$ cat src/rtl/task_state_list_manager_assert.svh
// assertion macros shared by the task state list manager rtl
`ifndef TASK_STATE_LIST_MANAGER_ASSERT_SVH
`define TASK_STATE_LIST_MANAGER_ASSERT_SVH

`ifndef SYNTHESIS

// property checked on every clock edge outside reset
`define TSLM_ASSERT(lbl, prop, msg) \
	lbl: assert property (@(posedge clk) disable iff (!arst_n) prop) else $error(msg);

// antecedent implies consequent in the same cycle
`define TSLM_ASSERT_IMPL(lbl, ante, cons, msg) \
	lbl: assert property (@(posedge clk) disable iff (!arst_n) (ante) |-> (cons)) \
		else $error(msg);

`else

`define TSLM_ASSERT(lbl, prop, msg)
`define TSLM_ASSERT_IMPL(lbl, ante, cons, msg)

`endif

`endif

$ cat src/rtl/tslm_pkg.sv
// shared constants, codes and types of the task state list manager
`default_nettype none
package tslm_pkg;

	localparam int NUM_TASKS  = 16;
	localparam int NUM_STATES = 4;

	localparam int SLOT_W = (NUM_TASKS > 1) ? $clog2(NUM_TASKS) : 1;
	localparam int ST_W   = $clog2(NUM_STATES);
	localparam int CNT_W  = $clog2(NUM_TASKS + 1);

	localparam int FUNC_W   = 2;
	localparam int STATUS_W = 3;
	localparam int INDEX_W  = 5;
	localparam int RC_W     = 2;
	localparam int HEAD_W   = 4;
	localparam int COUNT_W  = 5;

	localparam logic [FUNC_W-1:0] FUNC_HEAD  = 2'd0;
	localparam logic [FUNC_W-1:0] FUNC_QUERY = 2'd1;
	localparam logic [FUNC_W-1:0] FUNC_MOVE  = 2'd2;

	localparam logic [RC_W-1:0] RC_OK         = 2'd0;
	localparam logic [RC_W-1:0] RC_EMPTY      = 2'd1;
	localparam logic [RC_W-1:0] RC_BAD_STATUS = 2'd2;
	localparam logic [RC_W-1:0] RC_BAD_SLOT   = 2'd3;

	typedef struct packed {
		logic [FUNC_W-1:0]   func;
		logic [STATUS_W-1:0] status;
		logic [INDEX_W-1:0]  slot;
	} cmd_t;

	typedef struct packed {
		logic [RC_W-1:0]    code;
		logic [HEAD_W-1:0]  head;
		logic [COUNT_W-1:0] count;
		logic               empty;
	} rsp_t;

endpackage
`default_nettype wire

$ cat src/rtl/tslm_lists.sv
// linked list state of the slot pool and the single pass command logic
`default_nettype none
module tslm_lists import tslm_pkg::*; (
	input  wire logic clk,
	input  wire logic arst_n,
	input  wire logic cmd_valid,
	input  wire cmd_t cmd,
	output rsp_t      rsp
);

	logic [ST_W-1:0]   status_q [NUM_TASKS];
	logic [SLOT_W-1:0] next_q   [NUM_TASKS];
	logic [SLOT_W-1:0] prev_q   [NUM_TASKS];
	logic [SLOT_W-1:0] head_q   [NUM_STATES];
	logic [SLOT_W-1:0] tail_q   [NUM_STATES];
	logic [CNT_W-1:0]  size_q   [NUM_STATES];

	logic [ST_W-1:0]   status_d [NUM_TASKS];
	logic [SLOT_W-1:0] next_d   [NUM_TASKS];
	logic [SLOT_W-1:0] prev_d   [NUM_TASKS];
	logic [SLOT_W-1:0] head_d   [NUM_STATES];
	logic [SLOT_W-1:0] tail_d   [NUM_STATES];
	logic [CNT_W-1:0]  size_d   [NUM_STATES];

	logic                   st_ok;
	logic                   slot_ok;
	logic                   do_move;
	logic [ST_W-1:0]        t;
	logic [SLOT_W-1:0]      s;
	logic [SLOT_W+INDEX_W-1:0] slot_ext;
	logic [ST_W-1:0]        cur;
	logic [SLOT_W-1:0]      p;
	logic [SLOT_W-1:0]      n;
	logic [SLOT_W-1:0]      tl;
	logic                   is_head;
	logic                   is_tail;
	logic [CNT_W-1:0]       cnt;
	logic [HEAD_W+SLOT_W-1:0]  head_ext;
	logic [COUNT_W+CNT_W-1:0]  cnt_ext;

	// decode and index selection
	always_comb begin
		st_ok    = ({{(32-STATUS_W){1'b0}}, cmd.status} < 32'(NUM_STATES));
		slot_ok  = ({{(32-INDEX_W){1'b0}}, cmd.slot} < 32'(NUM_TASKS));
		t        = cmd.status[ST_W-1:0];
		slot_ext = {{SLOT_W{1'b0}}, cmd.slot};
		s        = slot_ext[SLOT_W-1:0];
		do_move  = cmd_valid && (cmd.func == FUNC_MOVE) && st_ok && slot_ok;
		cur      = status_q[s];
		p        = prev_q[s];
		n        = next_q[s];
		is_head  = (head_q[cur] == s);
		is_tail  = (tail_q[cur] == s);
	end

	// move: unlink from the current list, then append at the tail of the target
	always_comb begin
		status_d = status_q;
		next_d   = next_q;
		prev_d   = prev_q;
		head_d   = head_q;
		tail_d   = tail_q;
		size_d   = size_q;
		tl       = '0;
		if (do_move) begin
			if (is_head) begin
				head_d[cur] = n;
			end else begin
				next_d[p] = n;
			end
			if (is_tail) begin
				tail_d[cur] = p;
			end else begin
				prev_d[n] = p;
			end
			if (size_d[cur] != '0) begin
				size_d[cur] = size_d[cur] - CNT_W'(1);
			end
			if (size_d[t] == '0) begin
				head_d[t] = s;
				prev_d[s] = s;
			end else begin
				tl         = tail_d[t];
				next_d[tl] = s;
				prev_d[s]  = tl;
			end
			next_d[s]   = s;
			tail_d[t]   = s;
			size_d[t]   = size_d[t] + CNT_W'(1);
			status_d[s] = t;
		end
	end

	// response fields
	always_comb begin
		cnt       = size_d[t];
		head_ext  = {{HEAD_W{1'b0}}, head_q[t]};
		cnt_ext   = {{COUNT_W{1'b0}}, cnt};
		rsp       = '0;
		if (cmd.func == FUNC_HEAD || cmd.func == FUNC_QUERY || cmd.func == FUNC_MOVE) begin
			if (!st_ok) begin
				rsp.code = RC_BAD_STATUS;
			end else if (cmd.func == FUNC_MOVE && !slot_ok) begin
				rsp.code = RC_BAD_SLOT;
			end else if (cmd.func == FUNC_HEAD && cnt == '0) begin
				rsp.code  = RC_EMPTY;
				rsp.empty = 1'b1;
			end else begin
				rsp.code  = RC_OK;
				rsp.count = cnt_ext[COUNT_W-1:0];
				rsp.empty = (cnt == '0);
				if (cmd.func == FUNC_HEAD) begin
					rsp.head = head_ext[HEAD_W-1:0];
				end
			end
		end
	end

	always_ff @(posedge clk or negedge arst_n) begin
		if (!arst_n) begin
			for (int i = 0; i < NUM_TASKS; i++) begin
				status_q[i] <= '0;
				next_q[i]   <= (i + 1 < NUM_TASKS) ? SLOT_W'(i + 1) : '0;
				prev_q[i]   <= (i > 0) ? SLOT_W'(i - 1) : '0;
			end
			for (int j = 0; j < NUM_STATES; j++) begin
				head_q[j] <= '0;
				tail_q[j] <= (j == 0) ? SLOT_W'(NUM_TASKS - 1) : '0;
				size_q[j] <= (j == 0) ? CNT_W'(NUM_TASKS) : '0;
			end
		end else if (do_move) begin
			status_q <= status_d;
			next_q   <= next_d;
			prev_q   <= prev_d;
			head_q   <= head_d;
			tail_q   <= tail_d;
			size_q   <= size_d;
		end
	end

endmodule
`default_nettype wire

$ cat src/rtl/task_state_list_manager.sv
// top level of the task state list manager: command register, list logic, result register
// a command passes the command register, then the result register, which raises done
// throughput: one command per cycle, busy stays low; each command finishes in
// one pass through the list logic between the command and result registers
// the receiver cannot stall: done is high for exactly one cycle per item
// reset (arst_n low, asynchronous): all slots in the idle list in index order
`default_nettype none
`include "task_state_list_manager_assert.svh"
module task_state_list_manager import tslm_pkg::*; (
	input  wire logic                clk,
	input  wire logic                arst_n,
	input  wire logic                start,
	output logic                     busy,
	input  wire logic [FUNC_W-1:0]   func,
	input  wire logic [STATUS_W-1:0] list_status,
	input  wire logic [INDEX_W-1:0]  slot_index,
	output logic                     done,
	output logic [RC_W-1:0]          result_code,
	output logic [HEAD_W-1:0]        head_slot,
	output logic [COUNT_W-1:0]       list_count,
	output logic                     empty_flag
);

	// command register
	logic valid_s1;
	cmd_t cmd_s1;

	// result register
	logic done_q;
	rsp_t rsp_q;

	rsp_t rsp;

	// every cycle can take an item, since the list update completes in one pass
	assign busy = 1'b0;

	always_ff @(posedge clk or negedge arst_n) begin
		if (!arst_n) begin
			valid_s1 <= 1'b0;
		end else begin
			valid_s1 <= start && !busy;
		end
	end

	// payload registers need no reset
	always_ff @(posedge clk) begin
		if (start && !busy) begin
			cmd_s1 <= '{func: func, status: list_status, slot: slot_index};
		end
	end

	// list state lives here; it is updated at the edge that loads the result
	tslm_lists u_lists (
		.clk       (clk),
		.arst_n    (arst_n),
		.cmd_valid (valid_s1),
		.cmd       (cmd_s1),
		.rsp       (rsp)
	);

	always_ff @(posedge clk or negedge arst_n) begin
		if (!arst_n) begin
			done_q <= 1'b0;
		end else begin
			done_q <= valid_s1;
		end
	end

	always_ff @(posedge clk) begin
		if (valid_s1) begin
			rsp_q <= rsp;
		end
	end

	assign done        = done_q;
	assign result_code = rsp_q.code;
	assign head_slot   = rsp_q.head;
	assign list_count  = rsp_q.count;
	assign empty_flag  = rsp_q.empty;

	// a strobe always comes from a command held in the command register
	`TSLM_ASSERT(a_done_from_cmd, done |-> $past(valid_s1), "result strobe without a command")
	// every accepted item gives a strobe once it has passed the command and result registers
	`TSLM_ASSERT(a_item_result, (start && !busy) |=> ##1 done, "accepted item gave no result")
	// an empty list never reports a count or a head
	`TSLM_ASSERT_IMPL(a_empty_fields, done && empty_flag, list_count == '0 && head_slot == '0, "empty result carries a count or head")
	// errors leave every other field clear
	`TSLM_ASSERT_IMPL(a_error_fields, done && (result_code == RC_BAD_STATUS || result_code == RC_BAD_SLOT), list_count == '0 && head_slot == '0 && !empty_flag, "error result carries data")

endmodule
`default_nettype wire

$ cat config.mk
export PLATFORM = sky130hd
export DESIGN_NAME = task_state_list_manager
export DESIGN_NICKNAME = d
export VERILOG_FILES = /design/src/rtl/tslm_pkg.sv /design/src/rtl/tslm_lists.sv /design/src/rtl/task_state_list_manager.sv
export VERILOG_INCLUDE_DIRS = /design/src /design/src/rtl
export SDC_FILE = /design/constraint.sdc
export NUM_CORES = 1
export LEC_CHECK = 0
export BUFFER_PORTS_ARGS = -buffer_cell sky130_fd_sc_hd__buf_4
export CORE_ASPECT_RATIO = 0.6
export CORE_MARGIN = 5
export CORE_UTILIZATION = 55
export DETAILED_ROUTE_END_ITERATION = 7
export PLACE_DENSITY = 0.79
export SYNTH_ARGS = -nofsm -noshare
export SYNTH_HDL_FRONTEND = slang
export SYNTH_HIERARCHICAL = 1
export SYNTH_SLANG_ARGS = --single-unit
$ cat constraint.sdc
create_clock -name clk -period 5 [get_ports clk]
set_input_delay 0.75 -clock clk [delete_from_list [all_inputs] [get_ports clk]]
set_output_delay 0.75 -clock clk [all_outputs]
set_load 0.005 [all_outputs]
==> results.rst <==
.. list-table::
   :header-rows: 1

   * - Metric
     - Value
   * - Run status
     - completed
   * - Number of fill cells in the layout
     - 2183
   * - Portion of the post-synthesis area used by sequential elements
     - 0.409
   * - Clock tree from TritonCTS
     - built
   * - Commonest non-fill, non-tap cell in the layout
     - sky130_fd_sc_hd__nand2_1
   * - Warnings from Yosys
     - 6
   * - Cells after synthesis
     - 1659
   * - Post-synthesis cell area
     - 14900 um^2
   * - Nature of the critical path startpoint
     - flop
   * - Final min period
     - 4.97 ns
   * - Clock sink total
     - 236
   * - Y dimension of the die
     - 138 um
   * - Latest clock arrival within the worst-skew pair
     - 0.56 ns
   * - Count of unresolved DRC violations after routing
     - 0
   * - Overall overflow remaining after global route
     - 0
   * - Quantity of hold-fixing buffers added after cts
     - 0
   * - Global-route usage over all layers
     - 0.395
   * - Die width
     - 223 um
   * - Clock H-tree levels
     - 1
   * - Via total after detailed routing
     - 15555
   * - FFs w/ async S/R, synth
     - 0.907
   * - ANT nets after route
     - 0
   * - Number of port buffers
     - 25
   * - CTS root buf
     - sky130_fd_sc_hd__clkbuf_16
   * - Largest vdd supply drop
     - 0.314 mV
   * - Net count, final
     - 1799
   * - Post-synth cell types
     - 93
   * - Largest delay share family, worst path
     - multiplexers
   * - Crit. End Element
     - flop
   * - Number of cells after detailed placement
     - 2090
   * - Number of antenna cells inserted
     - 0
   * - Worst Tran Pin Value
     - 1.11 ns
   * - Slew Limit Fails
     - 0
   * - Share of the cycle needed by the critical path after routing
     - 0.994
   * - Final worst setup slack
     - 0.0307 ns
   * - TritonCTS buffer count
     - 24
   * - Critical path, cell by cell
     - buf_12 -> mux4_2 -> mux2i_4 -> mux2_4 -> buf_12 -> mux4_2 -> xnor2_4 -> nand4_4 -> nor2_2 -> mux2i_1 -> a211o_2 -> nand2_1 -> nor2_1 -> a22oi_1 -> o22a_1
   * - Final weighted congestion in routability-driven placement
     - 1.03
   * - Register bit count reported by yosys
     - 236
   * - Accumulated negative setup slack
     - 0 ns
   * - Number of cell rows
     - 46
   * - Total die area
     - 30600 um^2
   * - Synthesis-to-layout area growth
     - 19.7%
   * - Synthesized netlist net count
     - 1674
   * - Wire length of the first global-routing pass
     - 91300 um
   * - Number of endpoints failing setup at the final stage
     - 0
   * - # IOs
     - 27
   * - Endpoint required time on the critical path
     - 5.43 ns
   * - Largest net degree at the start of global routing
     - 127
   * - Top FF cell, synth
     - sky130_fd_sc_hd__dfrtp_1
   * - CTS Buffer Depth
     - 3
   * - Setup repair after global routing missed its margin
     - true
   * - Average via count per standard cell
     - 7.19
   * - Via count of the first global-routing pass
     - 14214
   * - Count of non-filler cells in the finished layout
     - 2162
   * - Number of enable flip-flop cells after synthesis
     - 22
   * - Wire length per cell
     - 28.8 um
   * - Max-cap check violation count
     - 0
   * - Proportion of layout cells with a drive suffix above 1
     - 0.259
   * - Slowest cell on the critical path
     - sky130_fd_sc_hd__mux4_2
   * - Iteration-0 DRC Markers
     - 2632
   * - Fin Clk Skew
     - 0.0200 ns
   * - DP Area
     - 16400 um^2
   * - Worst path max stage delay
     - 0.55 ns
   * - Worst hold path type
     - primary input to async pin
   * - Core Footprint
     - 26600 um^2
   * - Top library cells by usage in the layout, fill and taps aside
     - sky130_fd_sc_hd__nand2_1 (209), sky130_fd_sc_hd__buf_4 (196), sky130_fd_sc_hd__nor2_1 (195), sky130_fd_sc_hd__dfrtp_1 (149), sky130_fd_sc_hd__a21oi_1 (134)
   * - Relative slew margins
     - 0.252
   * - Arrival time of the worst setup path
     - 5.40 ns
   * - Lkg Pwr
     - 7.10 nW
   * - Buffering stage count on the worst path with inverters included
     - 2
   * - Number of hold violations in the final report
     - 0
   * - Worst-path clk slew
     - 0.07 ns
   * - Initial standard-cell utilization of the core
     - 0.561
   * - Post-route standard cell area excluding fillers
     - 17900 um^2
   * - Power density normalized to cell area
     - 460 nW/um^2
   * - Initial antenna violation count
     - 0
   * - Average instance area after synthesis
     - 8.99 um^2
   * - Worst setup path class
     - flop to flop
   * - Detailed Route WL
     - 62300 um
   * - Slack of the worst reg-to-reg path
     - 0.03 ns
   * - Pre-CTS worst setup slack
     - -0.114 ns
   * - Total iterations of the first detailed-routing run
     - 6
   * - Peak clock frequency supported by timing
     - 201 MHz
   * - Biggest fanout along the worst timing path
     - 7
   * - Half-perimeter wire length after detailed placement
     - 45200 um
routing by layer:
layer  vias to the layer above  global-route usage  wire length, um
met3                       161               0.213            12100
met4                         0              0.0745             1450
met1                      7550               0.615            26300
met2                      1367               0.473            22400
met5                         -             0.00484                0
li1                       6477                   -                -
sequential cells by signal, summed over array words and instances (netlist names):
register / cells
cmd_s1: 10
done: 1
empty_flag: 1
head_slot: 4
list_count: 5
result_code: 2
u_lists/head_q: 16
u_lists/next_q: 64
u_lists/prev_q: 64
u_lists/size_q: 20
u_lists/status_q: 32
u_lists/tail_q: 16
valid_s1: 1
worst register-to-register path, stage by stage, from the launching register on:
cell and delay, ns:
sky130_fd_sc_hd__edfxtp_1 0.48, sky130_fd_sc_hd__buf_12 0.16, sky130_fd_sc_hd__mux4_2 0.55, sky130_fd_sc_hd__mux2i_4 0.21, sky130_fd_sc_hd__mux2_4 0.23, sky130_fd_sc_hd__buf_12 0.12
sky130_fd_sc_hd__mux4_2 0.55, sky130_fd_sc_hd__xnor2_4 0.25, sky130_fd_sc_hd__nand4_4 0.18, sky130_fd_sc_hd__nor2_2 0.18, sky130_fd_sc_hd__mux2i_1 0.38, sky130_fd_sc_hd__a211o_2 0.33
sky130_fd_sc_hd__nand2_1 0.20, sky130_fd_sc_hd__nor2_1 0.51, sky130_fd_sc_hd__a22oi_1 0.26, sky130_fd_sc_hd__o22a_1 0.25
where the power goes:
group | total (mW) | internal [mW] | switching [mW]
Combinational | 3.50 | 1.42 | 2.08
Sequential | 2.77 | 2.39 | 0.380
Clock | 1.94 | 1.13 | 0.817
Total | 8.21 | 4.94 | 3.27
logic make-up after synthesis:
logic type | Yosys count | synth area share
other cells | 1 | 0.000251
buf+inv | 153 | 0.0429
fa+ha+maj | 2 | 0.00168
compound gates | 536 | 0.242
xor+xnor | 20 | 0.0122
flops | 236 | 0.409
simple gates | 632 | 0.193
mux | 79 | 0.0986
path summary, 6_finish.rpt:
path,from,end,depth (start not counted)
worst max-delay path,cmd_s1[0],u_lists/prev_q[32],15
worst min-delay path,arst_n,u_lists/next_q[3],1
worst max register to register,cmd_s1[0],u_lists/prev_q[32],15
worst min register to register,u_lists/next_q[41],u_lists/next_q[41],2
max in group asynchronous,arst_n,u_lists/prev_q[52],2
min in group clk,list_status[1],cmd_s1[6],1
area by class of cell:
class                      count  area, um^2  share of cell area
clock inverter                 8        93.8             0.00526
sequential                   236        6100               0.342
clock buffer                  36         739              0.0414
timing repair buffer         213        1750              0.0978
tap                          360         450              0.0252
inverter                      38         143             0.00799
multi-input combinational   1271        8580               0.481
Yosys cell counts (8+ instances only):
cell type	n	area [um^2]
sky130_fd_sc_hd__nand2_1	210	788
sky130_fd_sc_hd__nor2_1	200	751
sky130_fd_sc_hd__dfrtp_1	149	3730
sky130_fd_sc_hd__a21oi_1	136	681
sky130_fd_sc_hd__o21ai_0	99	495
sky130_fd_sc_hd__clkbuf_1	83	312
sky130_fd_sc_hd__dfstp_2	65	1710
sky130_fd_sc_hd__o22ai_1	62	388
sky130_fd_sc_hd__nor3_1	60	300
sky130_fd_sc_hd__nand3_1	57	285
sky130_fd_sc_hd__mux4_2	51	1150
sky130_fd_sc_hd__inv_1	33	124
sky130_fd_sc_hd__edfxtp_1	22	661
sky130_fd_sc_hd__mux2i_1	22	220
sky130_fd_sc_hd__a221o_1	21	210
sky130_fd_sc_hd__o22a_1	21	184
sky130_fd_sc_hd__and2_1	18	113
sky130_fd_sc_hd__a221oi_1	17	149
sky130_fd_sc_hd__a31oi_1	17	106
sky130_fd_sc_hd__a211oi_1	16	120
sky130_fd_sc_hd__a22o_1	16	140
sky130_fd_sc_hd__nor4_1	16	100
sky130_fd_sc_hd__a22oi_1	15	113
sky130_fd_sc_hd__xnor2_1	15	131
sky130_fd_sc_hd__o21ai_1	14	70.1
sky130_fd_sc_hd__buf_2	13	65.1
sky130_fd_sc_hd__nand2b_1	11	68.8
sky130_fd_sc_hd__nor2b_1	11	68.8
sky130_fd_sc_hd__o21a_1	11	82.6
sky130_fd_sc_hd__and3_1	10	62.6
sky130_fd_sc_hd__buf_1	9	33.8
sky130_fd_sc_hd__o31ai_1	8	60.1
repair_timing:
action	4_1_cts	5_1_grt
setup endpoints to repair	24	69
pin swaps	1	27
gates cloned	0	2
buffers inserted	1	27
resized for setup	11	74
hold endpoints to repair	0	0
metrics by stage:
stage               hold WS (ns)  total power, mW  utilization
global route               0.374             8.45        0.671
detailed placement         0.470             5.79        0.616
CTS                        0.342             7.74        0.649
global placement           0.466             5.76        0.616
floorplan                  0.439             4.46            -
finish                     0.302             8.21        0.671
Power figures use the tool's default switching activity.
